[config.mk]
export PLATFORM = sky130hd
export DESIGN_NAME = uart_fifo_register_device
export DESIGN_NICKNAME = d
export VERILOG_FILES = /design/src/sv/uft_pkg.sv /design/src/sv/uart_fifo_register_device.sv /design/src/sv/uft_cell.sv /design/src/sv/uft_fifo.sv
export SDC_FILE = /design/constraint.sdc
export NUM_CORES = 1
export LEC_CHECK = 0
export ABC_CLOCK_PERIOD_IN_PS = 4250
export BUFFER_PORTS_ARGS = -buffer_cell sky130_fd_sc_hd__buf_4
export CAP_MARGIN = 0
export CORE_MARGIN = 2
export CORE_UTILIZATION = 40
export DETAILED_ROUTE_END_ITERATION = 10
export GPL_TIMING_DRIVEN = 0
export MAX_ROUTING_LAYER = met4
export PLACE_DENSITY_LB_ADDON = 0.05
export SYNTH_ARGS = -nofsm -noshare
export SYNTH_HDL_FRONTEND = slang
export SYNTH_SLANG_ARGS = --single-unit
[constraint.sdc]
create_clock -name aclk -period 4.25 [get_ports aclk]
set_clock_uncertainty 0.05 [all_clocks]
set_input_delay 0.425 -clock aclk [delete_from_list [all_inputs] [get_ports aclk]]
set_output_delay 0.425 -clock aclk [all_outputs]
set_load 0.005 [all_outputs]
[src/sv/uft_pkg.sv]
package uft_pkg;

    // FIFO geometry
    localparam int FIFO_DEPTH = 16;
    localparam int CNT_W      = $clog2(FIFO_DEPTH + 1);

    // Event kinds
    localparam logic [1:0] FN_BUS_READ  = 2'd0;
    localparam logic [1:0] FN_BUS_WRITE = 2'd1;
    localparam logic [1:0] FN_LINE_RX   = 2'd2;
    localparam logic [1:0] FN_TX_DRAIN  = 2'd3;

    // Register selects
    localparam logic [1:0] REG_RX_DATA = 2'd0;
    localparam logic [1:0] REG_TX_DATA = 2'd1;
    localparam logic [1:0] REG_STATUS  = 2'd2;
    localparam logic [1:0] REG_CONTROL = 2'd3;

    // Status word bits
    localparam logic [31:0] ST_TX_FULL  = 32'h0000_0008;
    localparam logic [31:0] ST_TX_EMPTY = 32'h0000_0004;
    localparam logic [31:0] ST_RX_FULL  = 32'h0000_0002;
    localparam logic [31:0] ST_RX_VALID = 32'h0000_0001;

    // Control word bits
    localparam int CTL_FLUSH_TX = 0;
    localparam int CTL_FLUSH_RX = 1;

    typedef struct packed {
        logic [1:0]  func;
        logic [1:0]  reg_sel;
        logic [31:0] write_data;
        logic [7:0]  rx_byte;
    } uft_req_t;

    typedef struct packed {
        logic [31:0] read_data;
        logic [7:0]  tx_byte;
        logic        tx_valid;
        logic        tx_pending;
        logic        irq;
    } uft_res_t;

    // FIFO commands from the register logic
    typedef struct packed {
        logic push;
        logic pop;
        logic flush;
    } uft_fifo_ctrl_t;

    // FIFO status back to the register logic
    typedef struct packed {
        logic       empty;
        logic       full;
        logic       one_left;
        logic       empty_after;
    } uft_fifo_stat_t;

endpackage

[src/sv/uart_fifo_register_device.sv]
// UART register block with a receive and a transmit FIFO. One request (bus read,
// bus write, line byte or transmit drain) is taken per clock and its result is
// shown in the next cycle from the output register, so the sustained rate is one
// request per cycle while m_ready stays high. Each FIFO is a chain of byte cells
// that shift toward the head on a pop, with a fill counter choosing the cell a
// push loads; each request completes in the cycle it is taken. Pushes into a full
// FIFO are dropped, and an empty receive-data read returns the last byte held.
module uart_fifo_register_device (
    input  logic              aclk,
    input  logic              aresetn,
    input  logic              s_valid,
    output logic              s_ready,
    input  uft_pkg::uft_req_t s_req,
    output logic              m_valid,
    input  logic              m_ready,
    output uft_pkg::uft_res_t m_res
);
    import uft_pkg::*;

    logic           fire;
    logic           is_read;
    logic           is_write;
    uft_fifo_ctrl_t rx_ctrl;
    uft_fifo_ctrl_t tx_ctrl;
    uft_fifo_stat_t rx_stat;
    uft_fifo_stat_t tx_stat;
    logic [7:0]     rx_head_byte;
    logic [7:0]     tx_head_byte;

    logic [7:0]  rx_hold_reg, rx_hold_next;
    logic [31:0] tx_hold_reg, tx_hold_next;
    logic [31:0] control_word_reg, control_word_next;
    logic        ack_wait_reg, ack_wait_next;
    logic        m_valid_reg, m_valid_next;
    uft_res_t    m_res_reg, m_res_next;
    logic [31:0] status_word;

    assign s_ready = !m_valid_reg || m_ready;
    assign fire    = s_valid && s_ready;

    assign is_read  = fire && (s_req.func == FN_BUS_READ);
    assign is_write = fire && (s_req.func == FN_BUS_WRITE);

    // FIFO commands
    assign rx_ctrl.push  = fire && (s_req.func == FN_LINE_RX);
    assign rx_ctrl.pop   = is_read && (s_req.reg_sel == REG_RX_DATA) && !rx_stat.empty;
    assign rx_ctrl.flush = is_write && (s_req.reg_sel == REG_CONTROL)
                           && s_req.write_data[CTL_FLUSH_RX];
    assign tx_ctrl.push  = is_write && (s_req.reg_sel == REG_TX_DATA);
    assign tx_ctrl.pop   = fire && (s_req.func == FN_TX_DRAIN) && !tx_stat.empty;
    assign tx_ctrl.flush = is_write && (s_req.reg_sel == REG_CONTROL)
                           && s_req.write_data[CTL_FLUSH_TX];

    uft_fifo u_rx_fifo (
        .aclk      (aclk),
        .aresetn   (aresetn),
        .ctrl      (rx_ctrl),
        .din       (s_req.rx_byte),
        .head_byte (rx_head_byte),
        .stat      (rx_stat)
    );

    uft_fifo u_tx_fifo (
        .aclk      (aclk),
        .aresetn   (aresetn),
        .ctrl      (tx_ctrl),
        .din       (s_req.write_data[7:0]),
        .head_byte (tx_head_byte),
        .stat      (tx_stat)
    );

    // live status
    always_comb begin
        status_word = '0;
        if (tx_stat.full)   status_word = status_word | ST_TX_FULL;
        if (tx_stat.empty)  status_word = status_word | ST_TX_EMPTY;
        if (rx_stat.full)   status_word = status_word | ST_RX_FULL;
        if (!rx_stat.empty) status_word = status_word | ST_RX_VALID;
    end

    // register updates
    always_comb begin
        rx_hold_next      = rx_hold_reg;
        tx_hold_next      = tx_hold_reg;
        control_word_next = control_word_reg;
        ack_wait_next     = ack_wait_reg;

        if (rx_ctrl.pop) begin
            rx_hold_next = rx_head_byte;
        end
        if (is_write) begin
            case (s_req.reg_sel)
                REG_RX_DATA: rx_hold_next      = s_req.write_data[7:0];
                REG_TX_DATA: tx_hold_next      = s_req.write_data;
                REG_CONTROL: control_word_next = s_req.write_data;
                default:     ;
            endcase
        end
        if (is_read) begin
            ack_wait_next = 1'b0;
        end else if (tx_ctrl.pop && tx_stat.one_left) begin
            ack_wait_next = 1'b1;
        end
    end

    // result
    always_comb begin
        m_res_next = '0;
        if (is_read) begin
            case (s_req.reg_sel)
                REG_RX_DATA: m_res_next.read_data = {24'd0, rx_hold_next};
                REG_TX_DATA: m_res_next.read_data = tx_hold_reg;
                REG_STATUS:  m_res_next.read_data = status_word;
                REG_CONTROL: m_res_next.read_data = control_word_reg;
                default:     m_res_next.read_data = '0;
            endcase
        end
        if (tx_ctrl.pop) begin
            m_res_next.tx_byte  = tx_head_byte;
            m_res_next.tx_valid = 1'b1;
        end
        m_res_next.tx_pending = !tx_stat.empty_after;
        m_res_next.irq        = !rx_stat.empty_after || ack_wait_next;
    end

    // output register
    always_comb begin
        if (fire) begin
            m_valid_next = 1'b1;
        end else if (m_ready) begin
            m_valid_next = 1'b0;
        end else begin
            m_valid_next = m_valid_reg;
        end
    end

    always_ff @(posedge aclk) begin
        if (!aresetn) begin
            rx_hold_reg      <= '0;
            tx_hold_reg      <= '0;
            control_word_reg <= '0;
            ack_wait_reg     <= 1'b0;
            m_valid_reg      <= 1'b0;
        end else begin
            rx_hold_reg      <= rx_hold_next;
            tx_hold_reg      <= tx_hold_next;
            control_word_reg <= control_word_next;
            ack_wait_reg     <= ack_wait_next;
            m_valid_reg      <= m_valid_next;
        end
    end

    always_ff @(posedge aclk) begin
        if (fire) begin
            m_res_reg <= m_res_next;
        end
    end

    assign m_valid = m_valid_reg;
    assign m_res   = m_res_reg;
endmodule

[src/sv/uft_cell.sv]
module uft_cell (
    input  logic       aclk,
    input  logic       shift,
    input  logic       load,
    input  logic [7:0] neighbor_byte,
    input  logic [7:0] load_byte,
    output logic [7:0] q
);
    logic [7:0] data_reg;
    logic [7:0] data_next;

    // a load wins; otherwise take the neighbor's byte on a pop
    always_comb begin
        if (load) begin
            data_next = load_byte;
        end else if (shift) begin
            data_next = neighbor_byte;
        end else begin
            data_next = data_reg;
        end
    end

    always_ff @(posedge aclk) begin
        data_reg <= data_next;
    end

    assign q = data_reg;
endmodule

[src/sv/uft_fifo.sv]
module uft_fifo (
    input  logic                  aclk,
    input  logic                  aresetn,
    input  uft_pkg::uft_fifo_ctrl_t ctrl,
    input  logic [7:0]            din,
    output logic [7:0]            head_byte,
    output uft_pkg::uft_fifo_stat_t stat
);
    import uft_pkg::*;

    logic [CNT_W-1:0] count_reg;
    logic [CNT_W-1:0] count_next;
    logic [7:0]       cell_q [FIFO_DEPTH];
    logic             do_push;
    logic             do_pop;

    assign stat.empty    = (count_reg == '0);
    assign stat.full     = (count_reg == CNT_W'(FIFO_DEPTH));
    assign stat.one_left = (count_reg == CNT_W'(1));

    assign do_push = ctrl.push && !stat.full;
    assign do_pop  = ctrl.pop && !stat.empty;

    // fill count: flush, push and pop never come from the same request
    always_comb begin
        if (ctrl.flush) begin
            count_next = '0;
        end else if (do_push) begin
            count_next = count_reg + CNT_W'(1);
        end else if (do_pop) begin
            count_next = count_reg - CNT_W'(1);
        end else begin
            count_next = count_reg;
        end
    end

    assign stat.empty_after = (count_next == '0);

    always_ff @(posedge aclk) begin
        if (!aresetn) begin
            count_reg <= '0;
        end else begin
            count_reg <= count_next;
        end
    end

    // chain of cells, head at cell 0; a pop moves every byte one cell down
    for (genvar i = 0; i < FIFO_DEPTH; i++) begin : g_cell
        logic [7:0] nb;
        if (i == FIFO_DEPTH - 1) begin : g_last
            assign nb = '0;
        end else begin : g_mid
            assign nb = cell_q[i+1];
        end

        uft_cell u_cell (
            .aclk          (aclk),
            .shift         (do_pop),
            .load          (do_push && (count_reg == CNT_W'(i))),
            .neighbor_byte (nb),
            .load_byte     (din),
            .q             (cell_q[i])
        );
    end

    assign head_byte = cell_q[0];
endmodule

Word level (Yosys, flattened, before mapping)
Index checks and enable logic that the tools add are counted.
- equality and inequality tests: 38
- multipliers: 0
- $add $sub $neg: 4
- reduce and logical (&&, ||, !) cells: 99
- muxes and demuxes: 83
- $lt $le $gt $ge: 0
- bitwise operators: 0
- shift-type cells: 0
- divide/modulo/power cells: 0
- operators with widths (operator ; count):
    $mux 8 ; 67
    $pmux 32 s4 ; 1
    $eq 5x4->1 const B ; 16
    $reduce_bool 2->1 ; 33
    $logic_and 1x1->1 ; 49
    $eq 5x3->1 const B ; 8
    $mux 5 ; 6
    $eq 5x2->1 const B ; 4
    $logic_not 5->1 ; 4
    $add 5x1->5 const B ; 2
    $eq 5x1->1 const B ; 2
    $eq 5x5->1 const B ; 2
    $sub 5x1->5 const B ; 2
    $eq 2x2->1 const B ; 4
    $logic_not 1->1 ; 7
    $mux 1 ; 6
    $eq 2x1->1 const B ; 2
    $logic_not 2->1 ; 2
    $mux 4 ; 1
    $reduce_and 2->1 ; 2
    $mux 3 ; 1
    $logic_or 1x1->1 ; 2
    $mux 2 ; 1
- memories: 0
- bits in writable memories: 0
- output and inout bits: 45
- flip-flop bits (word level): 383
- latch bits: 0
- memory bits (read-only): 0
- input bits: 48

Longest topological paths before layout
Gate-level depths: netlist (run 1).
- depth in word-level cells: 13
- depth in mapped cells: 10
- gate-level depth less buffers: 10

Modules after synthesis
From an unflattened synthesis (run 1), not the netlist that was laid out.
- cell total of the unflattened synthesis: 1217
- area total of the unflattened synthesis: 18320.1 sq um
- by module, submodules not included (module ; sequential area each (sq um) ; area each (sq um) ; times used ; cells each):
    uft_cell ; 240.2 ; 377.9 ; 32 ; 18
    uart_fifo_register_device ; 2772.7 ; 4949.7 ; 1 ; 483
    uft_fifo ; 100.1 ; 639.4 ; 2 ; 79

Worst setup path before layout (run 1)
No wires, ideal clock.
- path kind: input to register
- start point: in s_req[43] (netlist name)
- end point: reg u_tx_fifo.g_cell[0].u_cell.data_reg[0] (enable)
- data arrival time: 2141 ps
- stages on the path: 6
- slack: 1675 ps
- path through: buf_2 -> nand2b_4 -> or4_4 -> buf_6 -> clkbuf_1 -> o21ai_0
- word-level cells in the longest chain between the ends: 6
- elaborated cells between the ends (all ways): 10
- ends and longest elaborated chain (item ; line ; text):
    from (decl) ; uart_fifo_register_device.sv:13 ; input uft_pkg::uft_req_t s_req,
    $eq 2x1->1 ; uart_fifo_register_device.sv:42 ; assign is_write = fire && (s_req.func == FN_BUS_WRITE);
    $logic_and 1x1->1 ; uart_fifo_register_device.sv:42 ;
    $logic_and 1x1->1 ; uart_fifo_register_device.sv:49 ; assign tx_ctrl.push = is_write && (s_req.reg_sel == REG_TX_DATA);
    $logic_and 1x1->1 ; uft_fifo.sv:21 ; assign do_push = ctrl.push && !stat.full;
    $logic_and 1x1->1 ; uft_fifo.sv:59 ; .load (do_push && (count_reg == CNT_W'(i))),
    $reduce_bool 2->1 (no line) * ; n/a ;
    to (signal assigned) ; uft_cell.sv:24 ; data_reg <= data_next;
    to (decl) ; uft_cell.sv:9 ; logic [7:0] data_reg;
Every way passes the cells marked *; elsewhere a longest branch is shown, timed or not.
A chain may end at the register's enable or synchronous reset.

Worst setup path in the final report (run 1)
- start point: reg m_valid_reg (netlist: m_valid)
- end point: reg u_tx_fifo.g_cell[0].u_cell.data_reg[5] (enable)
- word-level cells in the longest chain between the ends: 8
- elaborated cells between the ends (all ways): 11
- ends and longest elaborated chain (item ; line ; text):
    from (decl) ; uart_fifo_register_device.sv:34 ; logic m_valid_reg, m_valid_next;
    from (signal assigned) ; uart_fifo_register_device.sv:149 ; m_valid_reg <= m_valid_next;
    $logic_not 1->1 * ; uart_fifo_register_device.sv:38 ; assign s_ready = !m_valid_reg || m_ready;
    $logic_or 1x1->1 * ; uart_fifo_register_device.sv:38 ;
    $logic_and 1x1->1 * ; uart_fifo_register_device.sv:39 ; assign fire = s_valid && s_ready;
    $logic_and 1x1->1 ; uart_fifo_register_device.sv:42 ;
    $logic_and 1x1->1 ; uart_fifo_register_device.sv:49 ;
    $logic_and 1x1->1 ; uft_fifo.sv:21 ;
    $logic_and 1x1->1 ; uft_fifo.sv:59 ;
    $reduce_bool 2->1 (no line) * ; n/a ;
Marks and branches as above.

==> results.tsv, run 1 <==
metric	value	unit
clkLatencyLatePin	0.56	ns
post-place-ws	0.9435	ns
portBuffers	84	
antenna_found_initial	3	
synthesis.nets	1300	
max-cap-violations	0	
wl_per_cell	19.67	microns
yosys.area_share.simple	10.31	%
synthXorXnorAreaFrac	0.2627	%
grt_pass1_vias	10080	
peakVddDrop	0.0002449	V
post-cts-setup-buffers	0	
drv_slew	0	
initial_core_util	40.64	%
synth_edf_count	299	
synth_fa_ha_area_share	0.9008	%
r2r-end	u_tx_fifo.g_cell[0].u_cell.q[5]	
core_area	41020	sq um
finalSetupTns	0	ns
tightest_slew	1.212	ns
root_buffer	clkbuf_16	
synth_top_family_by_area	multiplexers	
critPathLaunch	m_valid	
critPathKind	register to register	
grt_max_degree	38	
slew_headroom	18.33	%
cts.sinks	383	
cts_hold_buf	0	
via_per_inst	5.189	
vias	10050	
synth_seq_area_share	63.96	%
postSynth.asyncResetShare	0	%
final_common_cell	edfxtp_1	
p_total	8.449	mW
wl	38.09	mm
die_w	208.1	microns
cts_resized	0	
dpl.hpwl	26.13	mm
synth_warnings	0	
drc	0	
r2r-start	m_valid	
endpoint_kind	register	
yosysUniqueCellTypes	58	
arrival	3.28	ns
gp_congestion	0.8338	
layout.nets	1431	
htreeDepth	2	
hold_viol_final	0	
cts_buffer_depth	3	
fillCellCount	3682	
grt_setup_unrepaired	false	
ant_nets	0	
syn_inst	1240	
drive_gt1_share	28.60	%
layout_setup_ws	1.082	ns
crit_end	u_tx_fifo.g_cell[0].u_cell.q[5]	
area_growth	16.24	%
holdCritPathClass	input pin to register	
placed_cells	1857	
utilization	47.23	%
synth_compound_area_share	4.339	%
min_period_over_period	74.53	%
cts_buffers	44	
synth.cell_area	16670	sq um
mostFrequentLayoutCells	299 x edfxtp_1, 215 x mux2_2, 207 x nand2_1, 85 x buf_4	
clkSlewWorstSetupHoldPaths	0.06	ns
status	finished, final reports clean	
overflow	0	
cp.required	4.37	ns
syn_avg_cell_area	13.44	sq um
cts_tree	yes	
fp.dieH	208.1	microns
track_usage	18.40	%
synth_flop_cell	edfxtp_1	
crit_fanout	10	
leakagePower	6.887	nW
r2r_setup_slack	1.08	ns
num_io_pins	93	
final_cells	1937	
drt-initial-drc-count	592	
grt_pass1_wl	59.70	mm
die-area	43320	sq um
start_kind	register	
layout_min_cycle_time	3.168	ns
row_count	74	
drtPass1Iterations	8	
max_freq	315.7	MHz
ys_ff_latch	383	
muxShareOfSynthArea	18.02	%
reg2reg_depth	6	
setup_viol	0	
power-per-cell-area	436.1	nW/um^2
-- stage by stage --
stage / instance area, sq um / hold slack [ns]
after floorplan: 16670 / 0.3857
after global placement: 17960 / 0.3903
after global routing: 19370 / 0.06283
after CTS: 19370 / 0.04782
after detailed placement: 17980 / 0.3976
final: 19370 / 0.07579
-- kinds of logic after synthesis --
family / after synthesis
fa+ha+maj: 12
flops: 383
compound gates: 122
buf+inv: 88
simple gates: 363
mux: 267
xor+xnor: 5
-- how the worst min path moves through the flow --
stage	startpoint	endpoint	slack, ns	cells past startpoint
6_report	s_req[26]	tx_hold_reg[18]	0.08	3
5_1_grt	s_req[26]	tx_hold_reg[18]	0.06	3
4_1_cts	s_req[34]	control_word_reg[26]	0.05	3
3_5_place_dp	control_word_reg[22]	control_word_reg[22]	0.40	2
3_3_place_gp	control_word_reg[31]	control_word_reg[31]	0.39	2
2_1_floorplan	tx_hold_reg[10]	tx_hold_reg[10]	0.39	2
-- cell usage after synthesis, types with 2 or more instances --
cell type / n / area [sq um]
or4_1: 2 / 15.01
o211ai_1: 8 / 60.06
nand3b_1: 2 / 15.01
mux2_4: 8 / 120.1
a21oi_1: 84 / 420.4
nand3_1: 8 / 40.04
dfxtp_1: 84 / 1682
o2bb2ai_1: 4 / 35.03
buf_1: 5 / 18.77
and3_1: 22 / 137.6
buf_6: 2 / 22.52
nor2_1: 51 / 191.4
mux2_1: 17 / 191.4
mux2_2: 215 / 2421
nand2_2: 3 / 18.77
xnor2_1: 5 / 43.79
ha_1: 12 / 150.1
and2_1: 17 / 106.4
a311o_1: 4 / 40.04
o21ai_0: 4 / 20.02
and2_0: 2 / 12.51
a311oi_1: 5 / 43.79
edfxtp_1: 299 / 8979
nand2_1: 207 / 777.0
buf_2: 7 / 35.03
a32oi_1: 2 / 17.52
nand3_2: 10 / 100.1
nand4b_1: 4 / 35.03
inv_1: 8 / 30.03
clkbuf_1: 63 / 236.5
a211oi_1: 4 / 30.03
mux2i_1: 27 / 270.3
nand4_1: 6 / 37.54
nand2b_1: 2 / 12.51
nor3_1: 6 / 30.03
nor2b_1: 9 / 56.30
-- cell type report --
type	instances	area, sq um	share of cell area (%)
diodes	3	7.507	0.03875
plain buffers	79	335.3	1.731
clock buffers	62	1230	6.348
clock inverters	15	151.4	0.7815
inverters	9	33.78	0.1744
multi-input cells	769	5639	29.11
flip-flops and latches	383	10660	55.02
well taps	532	665.6	3.436
repair buffers	85	650.6	3.358
-- power breakdown --
part / total, mW / internal [mW] / leakage [nW] / switching [mW]
clock network: 3.66 / 2.19 / 0.682 / 1.47
logic: 0.581 / 0.219 / 2.75 / 0.362
registers: 4.21 / 4.15 / 3.45 / 0.0513
total: 8.45 / 6.56 / 6.89 / 1.89
-- per-layer routing --
layer / share of wire, % / vias up / GRT usage, %
li1: - / 4831 / -
met1: 48 / 4914 / 25.07
met2: 45 / 235 / 28.04
met3: 4.9 / 72 / 3.275
met4: 2.5 / 0 / 5.830
met5: 0 / - / -
-- worst max-delay path: stages (launching register included) --
cell and delay, ns:
dfxtp_1 0.33, nor2b_1 0.18, buf_6 0.15, or4_4 0.50, buf_6 0.17, clkbuf_1 0.33
o21ai_0 1.05
No activity file was read; power rests on OpenSTA's default activity.
==> run 2: changes to the inputs <==
--- a/config.mk
+++ b/config.mk
@@ -5,7 +5,7 @@
 export SDC_FILE = /design/constraint.sdc
 export NUM_CORES = 1
 export LEC_CHECK = 0
-export ABC_CLOCK_PERIOD_IN_PS = 4250
+export ABC_CLOCK_PERIOD_IN_PS = 3300
 export BUFFER_PORTS_ARGS = -buffer_cell sky130_fd_sc_hd__buf_4
 export CAP_MARGIN = 0
 export CORE_MARGIN = 2
==> constraint.sdc (replaced) <==
create_clock -name aclk -period 3.3 [get_ports aclk]
set_clock_uncertainty 0.05 [all_clocks]
set_input_delay 0.33 -clock aclk [delete_from_list [all_inputs] [get_ports aclk]]
set_output_delay 0.33 -clock aclk [all_outputs]
set_load 0.005 [all_outputs]
==> results.tsv, run 2 (same netlist as run 1, synthesis figures left out) <==
metric	value	unit
clkLatencyLatePin	0.56	ns
overflow	0	
r2r_setup_slack	0.15	ns
initial_core_util	40.64	%
crit_end	u_tx_fifo.g_cell[0].u_cell.q[5]	
portBuffers	84	
leakagePower	6.992	nW
max_freq	317.1	MHz
critPathKind	register to register	
r2r-start	m_valid	
wl_per_cell	19.52	microns
reg2reg_depth	6	
cts_buffer_depth	3	
min_period_over_period	95.58	%
slowest_stage	o21ai_0	
grt_max_degree	38	
start_kind	register	
final_common_cell	edfxtp_1	
hold_viol_final	0	
path_depth	6	
critPathLaunch	m_valid	
post-cts-setup-buffers	0	
endpoint_kind	register	
arrival	3.27	ns
drc	0	
cts.sinks	383	
ant_nets	0	
layout_min_cycle_time	3.154	ns
hold_depth	3	
setup_viol	0	
htreeDepth	2	
finalSetupTns	0	ns
grt_setup_unrepaired	false	
cts_tree	yes	
cp_num_buf_inv	3	
grt_pass1_wl	60.19	mm
status	finished, final reports clean	
crit_path_max_incr_delay	1.04	ns
track_usage	18.52	%
holdCritPathClass	input pin to register	
vias	10100	
drive_gt1_share	28.10	%
tightest_slew	1.203	ns
num_io_pins	93	
via_per_inst	5.147	
max-cap-violations	0	
die_w	208.1	microns
cts_hold_buf	25	
cts_resized	0	
wl	38.31	mm
crit_fanout	10	
crit_chain	nor2b_1 -> buf_6 -> or4_4 -> buf_6 -> clkbuf_1 -> o21ai_0	
clkSlewWorstSetupHoldPaths	0.06	ns
antenna_found_initial	3	
grt_pass1_vias	10240	
area_growth	17.75	%
die-area	43320	sq um
power-per-cell-area	555.6	nW/um^2
row_count	74	
cp_common_cell	buf_6	
peakVddDrop	0.0003154	V
slew_headroom	18.94	%
root_buffer	clkbuf_16	
drtPass1Iterations	5	
dpl.hpwl	26.13	mm
p_total	10.90	mW
critical-path-top-delay-family	compound AO/OA/AOI/OAI gates	
core_area	41020	sq um
layout.nets	1456	
drt-initial-drc-count	620	
gp_congestion	0.8338	
fp.dieH	208.1	microns
cp.required	3.42	ns
hold-worst-slack	0.04460	ns
drv_slew	0	
cts_buffers	44	
r2r-end	u_tx_fifo.g_cell[0].u_cell.q[5]	
mostFrequentLayoutCells	299 x edfxtp_1, 215 x mux2_2, 207 x nand2_1, 85 x buf_4	
## run 2: cell count changes in the layout (fill, tap and decap cells not counted), sizes merged
cell and delta:
dlygate4sd3 +25, diode +1
## run 2: how the worst min path moves through the flow
stage                              start  slack [ns]                    to
floorplan                tx_hold_reg[10]        0.39       tx_hold_reg[10]
global route                     s_valid        0.07               m_valid
finish                           s_valid        0.04               m_valid
global placement    control_word_reg[31]        0.39  control_word_reg[31]
CTS                              s_valid        0.04               m_valid
detailed placement  control_word_reg[22]        0.40  control_word_reg[22]
## run 2: stage by stage
stage / util [%] / setup slack [ns] / cell area [sq um] / instances
after detailed placement: 43.85 / 0.06904 / 17980 / 1857
after global placement: 43.80 / 0.1060 / 17960 / 1856
final: 47.85 / 0.1460 / 19630 / 1963
after CTS: 47.83 / 0.06763 / 19620 / 1959
after global routing: 47.83 / 0.04130 / 19620 / 1960
after floorplan: - / 0.8082 / 16670 / 1240
## run 2: report_power, final
group | leakage, nW | internal, mW | switching, mW
Clock | 0.682 | 2.82 | 1.89
Combinational | 2.86 | 0.302 | 0.473
Sequential | 3.45 | 5.35 | 0.0669
Total | 6.99 | 8.47 | 2.43
## run 2: final cells by class
cell class	instances	area (sq um)
fillers	3659	21390
flip-flops and latches	383	10660
multi-input cells	769	5639
clock buffers	62	1230
repair buffers	110	900.9
well taps	532	665.6
plain buffers	79	335.3
clock inverters	15	151.4
inverters	9	33.78
diodes	4	10.01
## run 2: per-layer routing
metal,vias up,GRT usage (%),part of all wire [%],routed length (microns)
li1,4878,-,-,-
met4,0,5.830,2.4,907
met5,-,-,0,0
met1,4915,25.19,47,18110
met2,238,28.35,45,17340
met3,72,3.215,5.1,1953
## run 2: tightest hold or removal path, stage by stage
cell,delay [ns]
buf_4,0.09
nor2_1,0.04
nor2_1,0.13
